<file path="config.mk">
export PLATFORM = sky130hd
export DESIGN_NAME = civil_time_to_unix_seconds_unit
export DESIGN_NICKNAME = d
export VERILOG_FILES = /design/src/design/ctu_pkg.sv /design/src/design/ctu_front.sv /design/src/design/ctu_queue.sv /design/src/design/ctu_back.sv /design/src/design/civil_time_to_unix_seconds_unit.sv
export SDC_FILE = /design/constraint.sdc
export NUM_CORES = 1
export LEC_CHECK = 0
export ABC_CLOCK_PERIOD_IN_PS = 9500
export BUFFER_PORTS_ARGS = -buffer_cell sky130_fd_sc_hd__buf_4
export CORE_MARGIN = 1.5
export CORE_UTILIZATION = 59
export CTS_CLUSTER_SIZE = 12
export DETAILED_ROUTE_END_ITERATION = 8
export PLACE_DENSITY = 0.9
export SLEW_MARGIN = 40
export SYNTH_ARGS = -nofsm -noshare
export SYNTH_HDL_FRONTEND = slang
export SYNTH_HIERARCHICAL = 1
export SYNTH_SLANG_ARGS = --single-unit
</file>
<file path="constraint.sdc">
create_clock -name i_clk -period 9.5 [get_ports i_clk]
set_input_delay 2.375 -clock i_clk [delete_from_list [all_inputs] [get_ports i_clk]]
set_output_delay 2.375 -clock i_clk [all_outputs]
set_load 0.005 [all_outputs]
</file>
<file path="src/design/ctu_pkg.sv">
// ctu_pkg: shared types, constants and calendar tables for the civil time to
// unix seconds converter. No dependencies.
package ctu_pkg;

    localparam logic [13:0] YEAR_MIN      = 14'd1970;
    localparam logic [13:0] YEAR_MAX      = 14'd9999;
    localparam logic [3:0]  MONTH_FEB     = 4'd2;
    localparam logic [3:0]  MONTH_DEC     = 4'd12;
    localparam logic [4:0]  FEB_LEAP_DAY  = 5'd29;
    localparam logic [4:0]  HOUR_MAX      = 5'd23;
    localparam logic [5:0]  MINUTE_MAX    = 6'd59;
    localparam logic [5:0]  SECOND_MAX    = 6'd60;

    localparam logic [23:0] EPOCH_SHIFT   = 24'd719468;
    localparam logic [16:0] SECS_PER_DAY  = 17'd86400;
    localparam logic [16:0] SECS_PER_HOUR = 17'd3600;
    localparam logic [16:0] SECS_PER_MIN  = 17'd60;
    localparam logic [13:0] CENTURY       = 14'd100;

    // floor(x / 100) = (x * 5243) >> 19, exact for any 14-bit x
    localparam logic [26:0] DIV100_MUL    = 27'd5243;
    localparam int          DIV100_SHIFT  = 19;

    localparam int QUEUE_AW = 1;

    typedef struct packed {
        logic [13:0] year;
        logic [3:0]  month;
        logic [4:0]  day;
        logic [4:0]  hour;
        logic [5:0]  minute;
        logic [5:0]  second;
        logic        base_ok;   // all fields in range, day within common-year month length
        logic        feb29;     // fields in range, february 29, needs leap year
    } t_req;

    // month length of a common year, 0 for a month number outside 1..12
    function automatic logic [4:0] month_len_base(input logic [3:0] m);
        logic [4:0] len;
        case (m)
            4'd1:    len = 5'd31;
            4'd2:    len = 5'd28;
            4'd3:    len = 5'd31;
            4'd4:    len = 5'd30;
            4'd5:    len = 5'd31;
            4'd6:    len = 5'd30;
            4'd7:    len = 5'd31;
            4'd8:    len = 5'd31;
            4'd9:    len = 5'd30;
            4'd10:   len = 5'd31;
            4'd11:   len = 5'd30;
            4'd12:   len = 5'd31;
            default: len = 5'd0;
        endcase
        return len;
    endfunction

    // days from march 1 to the first of month m
    function automatic logic [8:0] march_doy(input logic [3:0] m);
        logic [8:0] d;
        case (m)
            4'd3:    d = 9'd0;
            4'd4:    d = 9'd31;
            4'd5:    d = 9'd61;
            4'd6:    d = 9'd92;
            4'd7:    d = 9'd122;
            4'd8:    d = 9'd153;
            4'd9:    d = 9'd184;
            4'd10:   d = 9'd214;
            4'd11:   d = 9'd245;
            4'd12:   d = 9'd275;
            4'd1:    d = 9'd306;
            4'd2:    d = 9'd337;
            default: d = 9'd0;
        endcase
        return d;
    endfunction

endpackage

</file>
<file path="src/design/ctu_front.sv">
// ctu_front: request intake and field range classification.
// Depends on ctu_pkg.
module ctu_front import ctu_pkg::*; (
    input  logic        i_in_valid,
    output logic        o_in_ready,
    input  logic [13:0] i_year,
    input  logic [3:0]  i_month,
    input  logic [4:0]  i_day,
    input  logic [4:0]  i_hour,
    input  logic [5:0]  i_minute,
    input  logic [5:0]  i_second,
    input  logic        i_q_full,
    output logic        o_push,
    output t_req        o_req
);

    logic w_year_ok;
    logic w_time_ok;
    logic w_day_ok;

    assign w_year_ok = (i_year >= YEAR_MIN) && (i_year <= YEAR_MAX);
    assign w_time_ok = (i_hour <= HOUR_MAX) && (i_minute <= MINUTE_MAX) &&
                       (i_second <= SECOND_MAX);
    // month_len_base is zero for a bad month, so this also rejects it
    assign w_day_ok  = (i_day != 5'd0) && (i_day <= month_len_base(i_month));

    assign o_in_ready = !i_q_full;
    assign o_push     = i_in_valid && !i_q_full;

    always_comb begin
        o_req.year    = i_year;
        o_req.month   = i_month;
        o_req.day     = i_day;
        o_req.hour    = i_hour;
        o_req.minute  = i_minute;
        o_req.second  = i_second;
        o_req.base_ok = w_year_ok && w_time_ok && w_day_ok;
        o_req.feb29   = w_year_ok && w_time_ok && (i_month == MONTH_FEB) &&
                        (i_day == FEB_LEAP_DAY);
    end

endmodule

</file>
<file path="src/design/ctu_queue.sv">
// ctu_queue: two-entry request queue between front and back.
// Depends on ctu_pkg.
module ctu_queue import ctu_pkg::*; (
    input  logic i_clk,
    input  logic i_rst_n,
    input  logic i_push,
    input  t_req i_req,
    output logic o_full,
    input  logic i_pop,
    output logic o_head_valid,
    output t_req o_head
);

    localparam int Depth = 1 << QUEUE_AW;

    t_req                r_mem [Depth];
    logic [QUEUE_AW-1:0] r_wr_ptr;
    logic [QUEUE_AW-1:0] r_rd_ptr;
    logic [QUEUE_AW:0]   r_count;
    logic [QUEUE_AW:0]   n_count;

    assign o_full       = (r_count == (QUEUE_AW+1)'(Depth));
    assign o_head_valid = (r_count != '0);
    assign o_head       = r_mem[r_rd_ptr];

    always_comb begin
        n_count = r_count;
        case ({i_push, i_pop})
            2'b10:   n_count = r_count + 1'b1;
            2'b01:   n_count = r_count - 1'b1;
            default: n_count = r_count;
        endcase
    end

    always_ff @(posedge i_clk) begin
        if (!i_rst_n) begin
            r_wr_ptr <= '0;
            r_rd_ptr <= '0;
            r_count  <= '0;
        end else begin
            // pointers wrap naturally, depth is a power of two
            if (i_push) begin
                r_wr_ptr <= r_wr_ptr + 1'b1;
            end
            if (i_pop) begin
                r_rd_ptr <= r_rd_ptr + 1'b1;
            end
            r_count <= n_count;
        end
    end

    always_ff @(posedge i_clk) begin
        if (i_push) begin
            r_mem[r_wr_ptr] <= i_req;
        end
    end

endmodule

</file>
<file path="src/design/ctu_back.sv">
// ctu_back: four-stage arithmetic pipeline, day count, leap check, seconds.
// Depends on ctu_pkg.
module ctu_back import ctu_pkg::*; (
    input  logic        i_clk,
    input  logic        i_rst_n,
    input  logic        i_head_valid,
    input  t_req        i_head,
    output logic        o_pop,
    output logic        o_out_valid,
    input  logic        i_out_ready,
    output logic        o_valid_res,
    output logic [37:0] o_epoch_secs
);

    logic w_en;

    // stage 1: shifted year, quotients by 100, day of year, time of day
    logic [13:0] n_s1_yy;
    logic [26:0] w_s1_pyy;
    logic [26:0] w_s1_py;
    logic [9:0]  w_s1_doy;
    logic        r_s1_v;
    logic [13:0] r_s1_yy;
    logic [13:0] r_s1_year;
    logic [7:0]  r_s1_qyy;
    logic [7:0]  r_s1_qy;
    logic [8:0]  r_s1_doy;
    logic [16:0] r_s1_tod;
    logic        r_s1_ok;
    logic        r_s1_feb29;

    // stage 2: day count and final validity
    logic [23:0] w_s2_sum;
    logic [13:0] w_s2_c100;
    logic        w_s2_leap;
    logic        w_s2_fields_ok;
    logic        r_s2_v;
    logic [21:0] r_s2_days;
    logic [16:0] r_s2_tod;
    logic        r_s2_ok;

    // stage 3: days to seconds
    logic        r_s3_v;
    logic [37:0] r_s3_prod;
    logic [16:0] r_s3_tod;
    logic        r_s3_ok;

    // stage 4: output register
    logic [37:0] n_secs;
    logic        r_out_v;
    logic        r_out_ok;
    logic [37:0] r_out_secs;

    assign w_en  = !r_out_v || i_out_ready;
    assign o_pop = i_head_valid && w_en;

    // january and february count as months of the previous year
    assign n_s1_yy  = (i_head.month <= MONTH_FEB) ? (i_head.year - 14'd1) : i_head.year;
    assign w_s1_pyy = 27'(n_s1_yy) * DIV100_MUL;
    assign w_s1_py  = 27'(i_head.year) * DIV100_MUL;
    assign w_s1_doy = 10'(march_doy(i_head.month)) + 10'(i_head.day) - 10'd1;

    assign w_s2_c100 = 14'(14'(r_s1_qy) * CENTURY);
    assign w_s2_leap = (r_s1_year[1:0] == 2'b00) &&
                       ((r_s1_year != w_s2_c100) || (r_s1_qy[1:0] == 2'b00));
    // 365*yy + yy/4 - yy/100 + yy/400 + doy - shift to 1970-01-01
    assign w_s2_sum = 24'(r_s1_yy) * 24'd365 + 24'(r_s1_yy >> 2) + 24'(r_s1_qyy >> 2)
                    + 24'(r_s1_doy) - 24'(r_s1_qyy) - EPOCH_SHIFT;
    assign w_s2_fields_ok = r_s1_ok || (r_s1_feb29 && w_s2_leap);

    assign n_secs = r_s3_prod + 38'(r_s3_tod);

    always_ff @(posedge i_clk) begin
        if (!i_rst_n) begin
            r_s1_v  <= 1'b0;
            r_s2_v  <= 1'b0;
            r_s3_v  <= 1'b0;
            r_out_v <= 1'b0;
        end else if (w_en) begin
            r_s1_v  <= i_head_valid;
            r_s2_v  <= r_s1_v;
            r_s3_v  <= r_s2_v;
            r_out_v <= r_s3_v;
        end
    end

    always_ff @(posedge i_clk) begin
        if (w_en) begin
            r_s1_yy    <= n_s1_yy;
            r_s1_year  <= i_head.year;
            r_s1_qyy   <= 8'(w_s1_pyy >> DIV100_SHIFT);
            r_s1_qy    <= 8'(w_s1_py >> DIV100_SHIFT);
            r_s1_doy   <= w_s1_doy[8:0];
            r_s1_tod   <= 17'(i_head.hour) * SECS_PER_HOUR
                        + 17'(i_head.minute) * SECS_PER_MIN + 17'(i_head.second);
            r_s1_ok    <= i_head.base_ok;
            r_s1_feb29 <= i_head.feb29;

            r_s2_days  <= w_s2_sum[21:0];
            r_s2_tod   <= r_s1_tod;
            // the epoch instant itself is reported invalid
            r_s2_ok    <= w_s2_fields_ok && !((w_s2_sum[21:0] == 22'd0) && (r_s1_tod == 17'd0));

            r_s3_prod  <= 38'(r_s2_days) * 38'(SECS_PER_DAY);
            r_s3_tod   <= r_s2_tod;
            r_s3_ok    <= r_s2_ok;

            r_out_ok   <= r_s3_ok;
            r_out_secs <= r_s3_ok ? n_secs : '0;
        end
    end

    assign o_out_valid  = r_out_v;
    assign o_valid_res  = r_out_ok;
    assign o_epoch_secs = r_out_secs;

endmodule

</file>
<file path="src/design/civil_time_to_unix_seconds_unit.sv">
// channel | valid      | ready       | payload
// in      | i_in_valid | o_in_ready  | i_year i_month i_day i_hour i_minute i_second
// out     | o_out_valid| i_out_ready | o_valid_res o_epoch_secs
//
// one request per cycle sustained while the output is ready; an accepted request
// passes through the queue and the four back pipeline stages (quotients and time
// of day, leap check and day sum, day-to-seconds multiply, output register)
// synchronous active-low reset clears queue and pipeline valid bits, no clearing pass
// an output stall freezes the back pipeline; the two-entry queue takes requests until
// it holds two, then intake stops
// depends on ctu_pkg, ctu_front, ctu_queue, ctu_back
module civil_time_to_unix_seconds_unit import ctu_pkg::*; (
    input  logic        i_clk,
    input  logic        i_rst_n,
    input  logic        i_in_valid,
    output logic        o_in_ready,
    input  logic [13:0] i_year,
    input  logic [3:0]  i_month,
    input  logic [4:0]  i_day,
    input  logic [4:0]  i_hour,
    input  logic [5:0]  i_minute,
    input  logic [5:0]  i_second,
    output logic        o_out_valid,
    input  logic        i_out_ready,
    output logic        o_valid_res,
    output logic [37:0] o_epoch_secs
);

    logic w_push;
    t_req w_req;
    logic w_full;
    logic w_pop;
    logic w_head_valid;
    t_req w_head;

    ctu_front u_front (
        .i_in_valid (i_in_valid),
        .o_in_ready (o_in_ready),
        .i_year     (i_year),
        .i_month    (i_month),
        .i_day      (i_day),
        .i_hour     (i_hour),
        .i_minute   (i_minute),
        .i_second   (i_second),
        .i_q_full   (w_full),
        .o_push     (w_push),
        .o_req      (w_req)
    );

    ctu_queue u_queue (
        .i_clk        (i_clk),
        .i_rst_n      (i_rst_n),
        .i_push       (w_push),
        .i_req        (w_req),
        .o_full       (w_full),
        .i_pop        (w_pop),
        .o_head_valid (w_head_valid),
        .o_head       (w_head)
    );

    ctu_back u_back (
        .i_clk        (i_clk),
        .i_rst_n      (i_rst_n),
        .i_head_valid (w_head_valid),
        .i_head       (w_head),
        .o_pop        (w_pop),
        .o_out_valid  (o_out_valid),
        .i_out_ready  (i_out_ready),
        .o_valid_res  (o_valid_res),
        .o_epoch_secs (o_epoch_secs)
    );

    a_invalid_is_zero: assert property (@(posedge i_clk) disable iff (!i_rst_n)
        (o_out_valid && !o_valid_res) |-> (o_epoch_secs == 38'd0))
        else $error("invalid result carries nonzero seconds");

    a_valid_nonzero: assert property (@(posedge i_clk) disable iff (!i_rst_n)
        (o_out_valid && o_valid_res) |-> (o_epoch_secs != 38'd0))
        else $error("valid result with zero seconds");

    a_valid_in_range: assert property (@(posedge i_clk) disable iff (!i_rst_n)
        (o_out_valid && o_valid_res) |-> (o_epoch_secs <= 38'd253402300800))
        else $error("seconds beyond year 9999");

endmodule
</file>
**Word level (Yosys, flattened, before mapping)**

Memory sizes are Yosys's and may differ from the RTL's. A register that Yosys moved wholly into a read port is not among the register bits.
Index checks and enable logic that the tools add are counted.

- Register bits after elaboration: 208
- Bits in writable memories: 84
- ROM bits: 224
- Input port bits: 44
- Output and inout port bits: 41
- Logic and storage cells: 94
- Memories kept: 3

Memory list:

| name | depth | width | read ports | clocked after memory_dff | wr ports | RTL line | text |
|---|---|---|---|---|---|---|---|
| (no name shown) | 16 | 9 | 1 | 0 | 0 | ctu_pkg.sv:61 | `case (m)` |
| u_queue.r_mem | 2 | 42 | 1 | 1 | 1 | ctu_queue.sv:16 | `t_req r_mem [Depth];` |
| (no name shown) | 16 | 5 | 1 | 0 | 0 | ctu_pkg.sv:40 | `case (m)` |

- Add/sub/neg operators: 15
- Multiply operators: 7
- Magnitude comparators: 7
- Equal/unequal tests: 6
- Multiplexer cells: 6
- Reductions and logical operators: 27

Operators by type and width:

| cell | count |
|---|---|
| $mul 14x13->27 const B | 2 |
| $add 38x17->38 | 1 |
| $mul 22x10->31 const B | 1 |
| $add 22x12->22 | 1 |
| $add 22x6->22 | 1 |
| $add 22x9->22 | 1 |
| $logic_not 22->1 | 1 |
| $mul 14x9->22 const B | 1 |
| $sub 22x20->22 const B | 1 |
| $sub 22x8->22 | 1 |
| $add 17x12->17 | 1 |
| $add 17x6->17 | 1 |
| $logic_not 17->1 | 1 |
| $ge 14x11->1 const B | 1 |
| $le 14x14->1 const B | 1 |
| $logic_and 1x1->1 | 14 |
| $mux 14 | 1 |
| $ne 14x14->1 | 1 |
| $sub 14x1->14 const B | 1 |
| $mul 5x8->13 const B | 1 |
| $le 6x6->1 const B | 2 |
| $mul 8x5->12 const B | 1 |
| $mul 6x4->10 const B | 1 |
| $add 9x5->9 | 1 |
| 18 further kinds | 29 |

**Longest topological paths before layout**

Gate-level depths: netlist of the first run.

- Depth in word-level cells: 10
- Gate-level depth with buffers: 33
- Mapped depth without buffers: 31

**Modules after synthesis**

Netlist of the first run, hierarchy kept.

By module, submodules not included:

| module | instances | cells each | area each (um^2) | sequential area each (um^2) |
|---|---|---|---|---|
| ctu_back | 1 | 2,342 | 24,967.7 | 6,085.8 |
| ctu_queue | 1 | 153 | 3,239.4 | 2,622.5 |
| ctu_front | 1 | 83 | 613.1 | 0.0 |

**Worst setup path before layout of the first run**

No wires, ideal clock.

- Path type: input-to-reg
- From: input port i_out_ready
- To: register u_queue.r_count[1]
- Library setup time: 0.070 ns
- Data arrival time: 9.406 ns
- Required time: 9.430 ns
- Setup slack: 0.024 ns
- Stages on the path: 6
- Buffers on the path: 1
- Cell sequence: nand2b_1 -> clkbuf_1 -> and2_1 -> ha_1 -> or3_1 -> a21boi_1

- Cells in the longest elaborated chain, start to end: 4
- Elaborated cells on any way between the ends: 6
- Classes of those cells: 2 x eq/ne; 1 x mux; 3 x reduce/logical

Ends and longest elaborated chain:

| element | RTL line | text |
|---|---|---|
| from (decl) | civil_time_to_unix_seconds_unit.sv:24 | `input logic i_out_ready,` |
| $logic_or 1x1->1 * | ctu_back.sv:54 | `assign w_en = !r_out_v \|\| i_out_ready;` |
| $logic_and 1x1->1 * | ctu_back.sv:55 | `assign o_pop = i_head_valid && w_en;` |
| net w_pop | civil_time_to_unix_seconds_unit.sv:32 | `logic w_pop;` |
| $eq 2x1->1 or $eq 2x2->1 (tied branches) | ctu_queue.sv:28 | `case ({i_push, i_pop})` |
| $pmux 2 s2 or $reduce_bool 2->1 (tied branches) | n/a |  |
| to (signal assigned) | ctu_queue.sv:48 | `r_count <= n_count;` |
| to (decl) | ctu_queue.sv:19 | `logic [QUEUE_AW:0] r_count;` |

Mark *: on every way through the listed nets, which the timed path passes. The rest lies on a longest branch.
A chain may end at the register's enable or synchronous reset.

==> results of run 1 <==
-- final timing paths --
| kind | startpoint | to | slack, ns | depth (start not counted) |
|---|---|---|---|---|
| setup / recovery | flop | u_back/r_s1_qyy[7] | 1.58 | 29 |
| hold / removal | u_back/r_s2_tod[15] | u_back/r_s3_tod[15] | 0.41 | 0 |
| setup reg to reg | flop | u_back/r_s1_qyy[7] | 1.58 | 29 |
| hold reg to reg | u_back/r_s2_tod[15] | u_back/r_s3_tod[15] | 0.41 | 0 |
-- final cells by class --
| cell class | instances | area [um2] |
|---|---|---|
| clock buffer | 47 | 867 |
| clock inverter | 5 | 27.5 |
| fill | 3315 | 17100 |
| inverter | 631 | 2370 |
| multi-input combinational | 1597 | 17400 |
| sequential | 293 | 8710 |
| tap | 615 | 769 |
| timing repair buffer | 94 | 718 |
-- through the flow --
step | utilization, % | setup WS [ns] | std cells | instance area (um2)
floorplan | - | 0.0244 | 2578 | 28800
global placement | 62.5 | 1.83 | 3230 | 30000
detailed placement | 62.5 | 1.71 | 3230 | 30000
CTS | 64.4 | 1.60 | 3282 | 30900
global route | 64.4 | 1.12 | 3282 | 30900
finish | 64.4 | 1.58 | 3282 | 30900
-- cell families after synthesis --
logic type | share of synthesized area, %
buffers and inverters | 9.51
AO/OA/AOI/OAI | 6.79
adder cells (fa/ha/maj) | 41.6
XOR/XNOR | 4.40
flip-flops | 30.2
AND/OR/NAND/NOR | 5.29
multiplexers | 2.17
-- state kept, by name, summed over array words and instances, names as in the netlist, 2 cells and up, named ones only --
name	count
u_back/r_s1_yy	14
u_back/r_s3_prod	31
u_back/r_s3_tod	17
u_back/r_s1_qyy	8
u_queue/r_mem	84
u_back/r_s1_doy	9
u_back/r_s2_tod	17
u_back/r_s1_year	14
u_back/o_epoch_secs	38
u_back/r_s1_qy	8
u_back/r_s1_tod	17
u_back/r_s2_days	22
u_queue/r_count	2
-- per-layer routing --
metal	GRT usage [%]	vias to the layer above	wire length [um]
li1	-	8584	-
met1	27.5	9043	22700
met2	46.8	576	31500
met3	3.04	198	2520
met4	10.4	2	2700
met5	0	-	13
-- cell usage in the layout (no fill, tap or decap), drive strengths merged, types with 14 or more instances in the layout --
cell,count
xnor2,116
xor2,28
nor2,67
and2,18
nand4,17
o21ai,62
nand3,25
o21a,14
a21oi,108
buf,94
inv,631
a21o,44
mux2,42
nand2b,14
o21bai,23
clkbuf,47
fa,276
nor3,23
edfxtp,284
nand2,64
ha,517
==> out/summary.txt, run 1 <==
LOGIC SYNTHESIS
--------------------------------------------------------------------------------------------------
Number of synthesized register bits                                                            293
Synthesized instance count                                                                    2578
List of most frequent post-synthesis cells                                            631 x inv_1, 517 x ha_1, 284 x edfxtp_1
Most common cell in the synthesized netlist                                                  inv_1
Synth unique cells                                                                              73
Leading area contributor after synthesis                                                  edfxtp_1
Proportion of netlist area held by the largest area contributor                              29.6%
Portion of the post-synthesis area used by sequential elements                               30.2%
Number of flops mapped to enable cells by yosys                                                284
Synth Flop Type                                                                           edfxtp_1
Syn nets                                                                                      3415
Main area contributors after synthesis                                                edfxtp_1 30%, ha_1 22%, fa_1 19%, inv_1 8.2%, xnor2_1 3.5%
YS warnings                                                                                      6
Avg Inst Size Synth                                                                       11.2 um2
Post-synth design cell area                                                              28800 um2
Share of flip-flops with an asynchronous set or reset                                           0%

FINISH
--------------------------------------------------------------------------------------------------
Diode count                                                                                      0
Area growth from synthesis to layout                                                         7.15%
Total Nets Final                                                                              3484
Layout cell share with drive strength beyond 1                                               7.69%

STA
--------------------------------------------------------------------------------------------------
Least-Margin Pin Slew                                                                     0.845 ns
Setup clock skew after layout                                                            0.0133 ns
Crit share post-route                                                                        83.4%
Normalized max-slew margin                                                                   43.3%
Number of pins exceeding their max-slew limit in the final report                                0
Hold_ws                                                                                   0.411 ns
Maximum achievable frequency                                                               126 MHz
Hold violation count in the final report                                                         0
Setup TNS                                                                                     0 ns
Setup repair after global routing missed its margin                                          false
Count of final setup violators                                                                   0
Tmin final                                                                                 7.92 ns

DRT
--------------------------------------------------------------------------------------------------
Aggregate routed wire length                                                              59500 um
WL/cell                                                                                    18.1 um
Total DRC errors in the routed layout                                                            0
Detailed router's first-iteration violation count                                             1068
Ratio of routed vias to standard cells                                                        5.61
Detailed-router iteration count before antenna repair                                            5
Total number of vias                                                                         18400
Antenna viol nets, final                                                                         0

SETUP PATH
--------------------------------------------------------------------------------------------------
Crit-path leading delay family                                                         adder cells
Endpoint type of the worst setup path                                                         flop
Total buffers and inverters traversed by the critical path                                       4
Crit path max fanout                                                                            12
WP data required                                                                           9.81 ns
Kind of start point of the critical path                                                      flop
Data arrival time of the critical path                                                     8.24 ns
Master of the slowest instance on the critical path                                        xnor2_1
Highest cell delay on the worst timing path                                                0.58 ns
Critical path type                                                                      reg -> reg

FLOORPLAN
--------------------------------------------------------------------------------------------------
Core Rows                                                                                       80
Initial Util                                                                                 60.1%
Number of ports placed on the die boundary                                                      85
Die footprint                                                                            50200 um2
Core outline area                                                                        47900 um2
Die Span X                                                                                  224 um
Chip Height                                                                                 224 um

CLOCK TREE
--------------------------------------------------------------------------------------------------
Number of buffers inserted during clock tree synthesis                                          30
Deepest clock path buffer count                                                                  3
Worst skew pair latency                                                                    0.57 ns
Number of buffers inserted to repair setup after CTS                                             0
Library cell used as clock root buffer                                                   clkbuf_16
Hold-fix buffers at CTS                                                                          0
Clock transition time at the flip-flop clock pins of the worst setup and hold paths        0.06 ns
Post-CTS Resized                                                                                 0
Num Clock Sinks                                                                                293
Clock tree from TritonCTS                                                                     done
Depth of the CTS H-tree                                                                          1

GRT
--------------------------------------------------------------------------------------------------
Maximum number of pins on one net before global-route repair                                   153
Via count of the first global-routing pass                                                   20500
Number of antenna violations at the first check in global routing                                1
Global-route wire length before repair                                                    99000 um
Gr usage total                                                                               24.6%
Overflow left after global routing                                                               0

RUN STATUS
--------------------------------------------------------------------------------------------------
Result of the run                                                                     complete, no violations

MIN PATH
--------------------------------------------------------------------------------------------------
Min-delay worst type                                                                    reg -> reg

FLOW RUN
--------------------------------------------------------------------------------------------------
Max_cap viols                                                                                    0

PLACEMENT
--------------------------------------------------------------------------------------------------
Routability-driven placement congestion ratio                                                0.948
HPWL after DPL                                                                            47900 um
Port bufs                                                                                       84

Power of run 1 is left out: the tool's default activity adds up to more than one toggle a clock period on the data nets, which glitch-free logic cannot reach.
==> run 2, diff against run 1 <==
--- a/config.mk
+++ b/config.mk
@@ -5,7 +5,7 @@
 export SDC_FILE = /design/constraint.sdc
 export NUM_CORES = 1
 export LEC_CHECK = 0
-export ABC_CLOCK_PERIOD_IN_PS = 9500
+export ABC_CLOCK_PERIOD_IN_PS = 7200
 export BUFFER_PORTS_ARGS = -buffer_cell sky130_fd_sc_hd__buf_4
 export CORE_MARGIN = 1.5
 export CORE_UTILIZATION = 59
==> constraint.sdc (replaced) <==
create_clock -name i_clk -period 7.2 [get_ports i_clk]
set_input_delay 1.8 -clock i_clk [delete_from_list [all_inputs] [get_ports i_clk]]
set_output_delay 1.8 -clock i_clk [all_outputs]
set_load 0.005 [all_outputs]
==> out/summary.txt, run 2 (synthesis results as in run 1) <==
DRT
--------------------------------------------------------------------------------------------------
Ratio of routed vias to standard cells                                                        5.62   was 5.61
Antenna viol nets, final                                                                         0   unchanged
WL/cell                                                                                    18.3 um   was 18.1 um
Total number of vias                                                                         18700   was 18400
Detailed router's first-iteration violation count                                             1231   was 1068
Detailed-router iteration count before antenna repair                                            5   unchanged
Aggregate routed wire length                                                              60700 um   was 59500 um
Total DRC errors in the routed layout                                                            0   unchanged

FINISH
--------------------------------------------------------------------------------------------------
Filler cells                                                                                  3309   was 3315
Total Nets Final                                                                              3525   was 3484
Layout cell share with drive strength beyond 1                                               9.57%   was 7.69%
Flip-flop count of the largest register after layout                                            84   unchanged
Area taken by flip-flops and latches                                                      8710 um2   about the same
Registers with the most flip-flops                                                    u_queue/r_mem x84, u_back/o_epoch_secs x38, u_back/r_s3_prod x31   unchanged
Combined area of the multi-input logic cells                                             17500 um2   was 17400 um2
Largest Register                                                                      u_queue/r_mem   unchanged
Area growth from synthesis to layout                                                         8.79%   was 7.15%
Most frequent standard cell in the layout excluding fill and tap cells                       inv_1   unchanged
Commonest cells after routing, fill and taps aside                                    628 x inv_1, 516 x ha_1, 284 x edfxtp_1   was 631 x inv_1, 517 x ha_1, 284 x edfxtp_1
Diode count                                                                                      0   unchanged

STA
--------------------------------------------------------------------------------------------------
Hold violation count in the final report                                                         0   unchanged
Number of pins exceeding their max-slew limit in the final report                                0   unchanged
Tmin final                                                                                 6.93 ns   was 7.92 ns
Normalized max-slew margin                                                                   56.8%   was 43.3%
Hold_ws                                                                                   0.419 ns   was 0.411 ns
Count of final setup violators                                                                   0   unchanged
Maximum achievable frequency                                                               144 MHz   was 126 MHz
Crit share post-route                                                                        96.3%   was 83.4%
Setup clock skew after layout                                                            0.0142 ns   was 0.0133 ns
Least-Margin Pin Slew                                                                     0.647 ns   was 0.845 ns

SETUP PATH
--------------------------------------------------------------------------------------------------
Master of the slowest instance on the critical path                                           fa_1   was xnor2_1
CP dominant cell by count                                                                    inv_1
R2r worst-path depth                                                                            30   was 29
Crit path max fanout                                                                             8   was 12
Highest cell delay on the worst timing path                                                0.56 ns   was 0.58 ns
Critical path type                                                                      reg -> reg   unchanged
Kind of start point of the critical path                                                      flop   unchanged
Endpoint type of the worst setup path                                                         flop   unchanged
Data arrival time of the critical path                                                     7.23 ns   was 8.24 ns
WP data required                                                                           7.50 ns   was 9.81 ns

GRT
--------------------------------------------------------------------------------------------------
Gr usage total                                                                               24.9%   was 24.6%
Via count of the first global-routing pass                                                   20500   about the same
Maximum number of pins on one net before global-route repair                                   114   was 153
Global-route wire length before repair                                                    99600 um   was 99000 um
Overflow left after global routing                                                               0   unchanged
Number of antenna violations at the first check in global routing                                0   was 1

CLOCK TREE
--------------------------------------------------------------------------------------------------
Clock transition time at the flip-flop clock pins of the worst setup and hold paths        0.06 ns   about the same
Library cell used as clock root buffer                                                   clkbuf_16   unchanged
Clock tree from TritonCTS                                                                     done   unchanged
Depth of the CTS H-tree                                                                          1   unchanged
Number of buffers inserted during clock tree synthesis                                          30   unchanged
Hold-fix buffers at CTS                                                                          0   unchanged
Num Clock Sinks                                                                                293   unchanged
Deepest clock path buffer count                                                                  3   unchanged
Worst skew pair latency                                                                    0.57 ns   about the same

FLOORPLAN
--------------------------------------------------------------------------------------------------
Core outline area                                                                        47900 um2   unchanged
Die Span X                                                                                  224 um   unchanged
Number of ports placed on the die boundary                                                      85   unchanged
Die footprint                                                                            50200 um2   unchanged
Core Rows                                                                                       80   unchanged
Initial Util                                                                                 60.1%   unchanged
Chip Height                                                                                 224 um   unchanged

MIN PATH
--------------------------------------------------------------------------------------------------
Hold path depth                                                                                  0   unchanged
Critical hold path startpoint                                                         u_back/r_s2_tod[7]   was u_back/r_s2_tod[15]
Min-delay worst type                                                                    reg -> reg   unchanged

PLACEMENT
--------------------------------------------------------------------------------------------------
HPWL after DPL                                                                            47900 um   about the same
Port bufs                                                                                       84   unchanged
Routability-driven placement congestion ratio                                                0.961   was 0.948

FLOW RUN
--------------------------------------------------------------------------------------------------
Max_cap viols                                                                                    0   unchanged

RUN STATUS
--------------------------------------------------------------------------------------------------
Result of the run                                                                     complete, no violations   unchanged

-- run 2: final timing paths --
path | slack (ns) | end
worst min register to register | 0.42 | u_back/r_s3_tod[7]
worst max register to register | 0.27 | u_back/r_s1_qyy[7]
worst max-delay path | 0.27 | u_back/r_s1_qyy[7]
worst min-delay path | 0.42 | u_back/r_s3_tod[7]
-- run 2: timing repair --
item                       in CTS  in global routing
pin swaps                       0                  6
gates cloned                    0                  1
buffers inserted                0                 10
gates resized for setup         2                 23
setup endpoints to repair       4                  6
-- run 2: per-layer routing --
layer | global-route usage (%) | routed length, um | vias up
li1 | - | - | 8682
met1 | 28.0 | 23100 | 9229
met2 | 47.4 | 32400 | 577
met3 | 2.87 | 2550 | 176
met4 | 10.5 | 2690 | 0
met5 | 0 | 0 | -
-- run 2: worst max-delay path: cells and delay by family, from the launching register on --
| kind | cells | cell delay, ns |
|---|---|---|
| muxes | 1 | 0.27 |
| adders and majority gates | 7 | 2.94 |
| AOI/OAI and AO/OA | 6 | 0.99 |
| DFF | 1 | 0.37 |
| buffers and inverters | 9 | 0.98 |
| and+or+nand+nor | 5 | 0.82 |
| xor gates and xnor gates | 2 | 0.29 |
-- run 2: cell type report --
cell class                      instances  share of cell area, %
Inverter                              631                   7.55
Clock buffer                           42                   2.70
Timing Repair Buffer                  135                   3.49
Multi-Input combinational cell       1597                   55.8
Clock inverter                          7                  0.188
Tap cell                              615                   2.45
Sequential cell                       293                   27.8
-- run 2: metrics by stage --
step / cell area (um2) / util [%] / TNS [ns] / std cells / setup slack [ns]
floorplan: 28800 / - / 0 / 2578 / 0.0436
global placement: 30200 / 62.9 / -0.0869 / 3257 / -0.0744
detailed placement: 30300 / 63.1 / -0.390 / 3260 / -0.218
CTS: 31200 / 65.0 / 0 / 3309 / 0.0571
global route: 31400 / 65.4 / -0.0180 / 3320 / -0.0130
finish: 31400 / 65.4 / 0 / 3320 / 0.267
Power of run 2 is left out for the same reason.
==> run 3, diff against run 2 <==
--- a/config.mk
+++ b/config.mk
@@ -7,6 +7,7 @@
 export LEC_CHECK = 0
 export ABC_CLOCK_PERIOD_IN_PS = 7200
 export BUFFER_PORTS_ARGS = -buffer_cell sky130_fd_sc_hd__buf_4
+export CORE_ASPECT_RATIO = 0.5
 export CORE_MARGIN = 1.5
 export CORE_UTILIZATION = 59
 export CTS_CLUSTER_SIZE = 12
==> out/summary.txt, run 3 (synthesis results as in run 1) <==
RUN STATUS
--------------------------------------------------------------------------------------------------
Result of the run                                                                     complete, no violations   unchanged

CLOCK TREE
--------------------------------------------------------------------------------------------------
Clock transition time at the flip-flop clock pins of the worst setup and hold paths        0.06 ns   about the same
Depth of the CTS H-tree                                                                          1   unchanged
Number of buffers inserted during clock tree synthesis                                          30   unchanged
Num Clock Sinks                                                                                293   unchanged
Library cell used as clock root buffer                                                   clkbuf_16   unchanged
Deepest clock path buffer count                                                                  3   unchanged
Worst skew pair latency                                                                    0.57 ns   about the same
Clock tree from TritonCTS                                                                     done   unchanged

GRT
--------------------------------------------------------------------------------------------------
Via count of the first global-routing pass                                                   19700   was 20500
Maximum number of pins on one net before global-route repair                                    91   was 114
Gr usage total                                                                               23.9%   was 24.9%
Number of antenna violations at the first check in global routing                                0   unchanged
Overflow left after global routing                                                               0   unchanged
Global-route wire length before repair                                                    96200 um   was 99600 um

FLOORPLAN
--------------------------------------------------------------------------------------------------
Chip Height                                                                                 159 um   was 224 um
Number of ports placed on the die boundary                                                      85   unchanged
Initial Util                                                                                 59.6%   was 60.1%
Core Rows                                                                                       57   was 80
Core outline area                                                                        48400 um2   was 47900 um2
Die Span X                                                                                  316 um   was 224 um
Die footprint                                                                            50300 um2   was 50200 um2

SETUP PATH
--------------------------------------------------------------------------------------------------
Endpoint type of the worst setup path                                                         flop   unchanged
Master of the slowest instance on the critical path                                           fa_1   unchanged
Kind of start point of the critical path                                                      flop   unchanged
Highest cell delay on the worst timing path                                                0.54 ns   was 0.56 ns
WP data required                                                                           7.51 ns   was 7.50 ns
Critical path type                                                                      reg -> reg   unchanged
Crit path max fanout                                                                             8   unchanged
CP dominant cell by count                                                                    inv_1   unchanged
Data arrival time of the critical path                                                     7.31 ns   was 7.23 ns

FINISH
--------------------------------------------------------------------------------------------------
Diode count                                                                                      0   unchanged
Largest Register                                                                      u_queue/r_mem   unchanged
Registers with the most flip-flops                                                    u_queue/r_mem x84, u_back/o_epoch_secs x38, u_back/r_s3_prod x31   unchanged
Commonest cells after routing, fill and taps aside                                    624 x inv_1, 513 x ha_1, 284 x edfxtp_1   was 628 x inv_1, 516 x ha_1, 284 x edfxtp_1
Post-route core utilization                                                                  64.9%   was 65.4%
Layout cell share with drive strength beyond 1                                               10.0%   was 9.57%
Final std cell area, no fill                                                             31400 um2   about the same
Most frequent standard cell in the layout excluding fill and tap cells                       inv_1   unchanged
Area growth from synthesis to layout                                                         8.92%   was 8.79%
Total Nets Final                                                                              3526   was 3525
Flip-flop count of the largest register after layout                                            84   unchanged

PLACEMENT
--------------------------------------------------------------------------------------------------
HPWL after DPL                                                                            45800 um   was 47900 um
Placed instance area                                                                     30300 um2   about the same
Port bufs                                                                                       84   unchanged
Routability-driven placement congestion ratio                                                0.899   was 0.961

STA
--------------------------------------------------------------------------------------------------
Normalized max-slew margin                                                                   55.5%   was 56.8%
Hold_ws                                                                                   0.418 ns   was 0.419 ns
Number of pins exceeding their max-slew limit in the final report                                0   unchanged
Hold violation count in the final report                                                         0   unchanged
Setup TNS                                                                                     0 ns   unchanged
Crit share post-route                                                                        97.3%   was 96.3%
Count of final setup violators                                                                   0   unchanged
Setup clock skew after layout                                                            0.0130 ns   was 0.0142 ns
Tmin final                                                                                 7.00 ns   was 6.93 ns
Least-Margin Pin Slew                                                                     0.666 ns   was 0.647 ns
Maximum achievable frequency                                                               143 MHz   was 144 MHz

MIN PATH
--------------------------------------------------------------------------------------------------
Min-delay worst type                                                                    reg -> reg   unchanged

DRT
--------------------------------------------------------------------------------------------------
Total DRC errors in the routed layout                                                            0   unchanged
Aggregate routed wire length                                                              58300 um   was 60700 um
Antenna viol nets, final                                                                         0   unchanged
Detailed-router iteration count before antenna repair                                            5   unchanged
Total number of vias                                                                         18400   was 18700
Detailed router's first-iteration violation count                                             1104   was 1231
Ratio of routed vias to standard cells                                                        5.49   was 5.62
WL/cell                                                                                    17.4 um   was 18.3 um

FLOW RUN
--------------------------------------------------------------------------------------------------
Max_cap viols                                                                                    0   unchanged

[run 3: cell count changes in the layout (fill, tap and decap cells not counted), moves of 3 or more]
cell        change
buf_4           +3
clkinv_1        -4
clkinv_2        +5
clkinvlp_4      +4
ha_1            -3
inv_1           -4
[run 3: critical path, delay by kind of cell (launching register included)]
kind / cells / cell delay [ns]
fa+ha+maj: 7 / 2.83
simple gates: 5 / 1.04
compound gates: 6 / 0.95
buf+inv: 9 / 0.90
flops: 1 / 0.40
mux: 1 / 0.34
xor+xnor: 2 / 0.29
[run 3: path summary, 6_finish.rpt]
path	slack, ns	from	end	depth (start not counted)
setup / recovery	0.20	flop	u_back/r_s1_qyy[7]	30
hold reg to reg	0.42	u_back/r_s2_tod[4]	u_back/r_s3_tod[4]	0
hold / removal	0.42	u_back/r_s2_tod[4]	u_back/r_s3_tod[4]	0
setup reg to reg	0.20	flop	u_back/r_s1_qyy[7]	30
[run 3: per-layer routing]
metal	GRT usage, %	part of all wire [%]	vias up
met2	44.3	52	481
li1	-	-	8687
met4	6.02	2.4	0
met3	3.14	4.3	115
met5	0	0	-
met1	29.3	41	9124
[run 3: what timing repair did]
action	in CTS	in global routing
hold buffers	0	0
buffers inserted	0	10
endpoints found under the setup margin	3	6
pin swaps	0	7
gates resized for setup	3	34
gates cloned	0	0
[run 3: metrics by stage]
stage / worst slack (ns) / instances
after floorplan: 0.0436 / 2578
after global placement: 0.0582 / 3295
after detailed placement: -0.156 / 3296
after CTS: 0.0124 / 3345
after global routing: -0.106 / 3355
final: 0.195 / 3355
[run 3: cell type report]
type	instances	area, um2
inverters	631	2380
flip-flops and latches	293	8710
clock inverters	8	67.6
repair buffers	136	1060
fillers	3314	17000
clock buffers	41	823
well taps	649	812
multi-input cells	1597	17500
Power of run 3 is left out for the same reason.
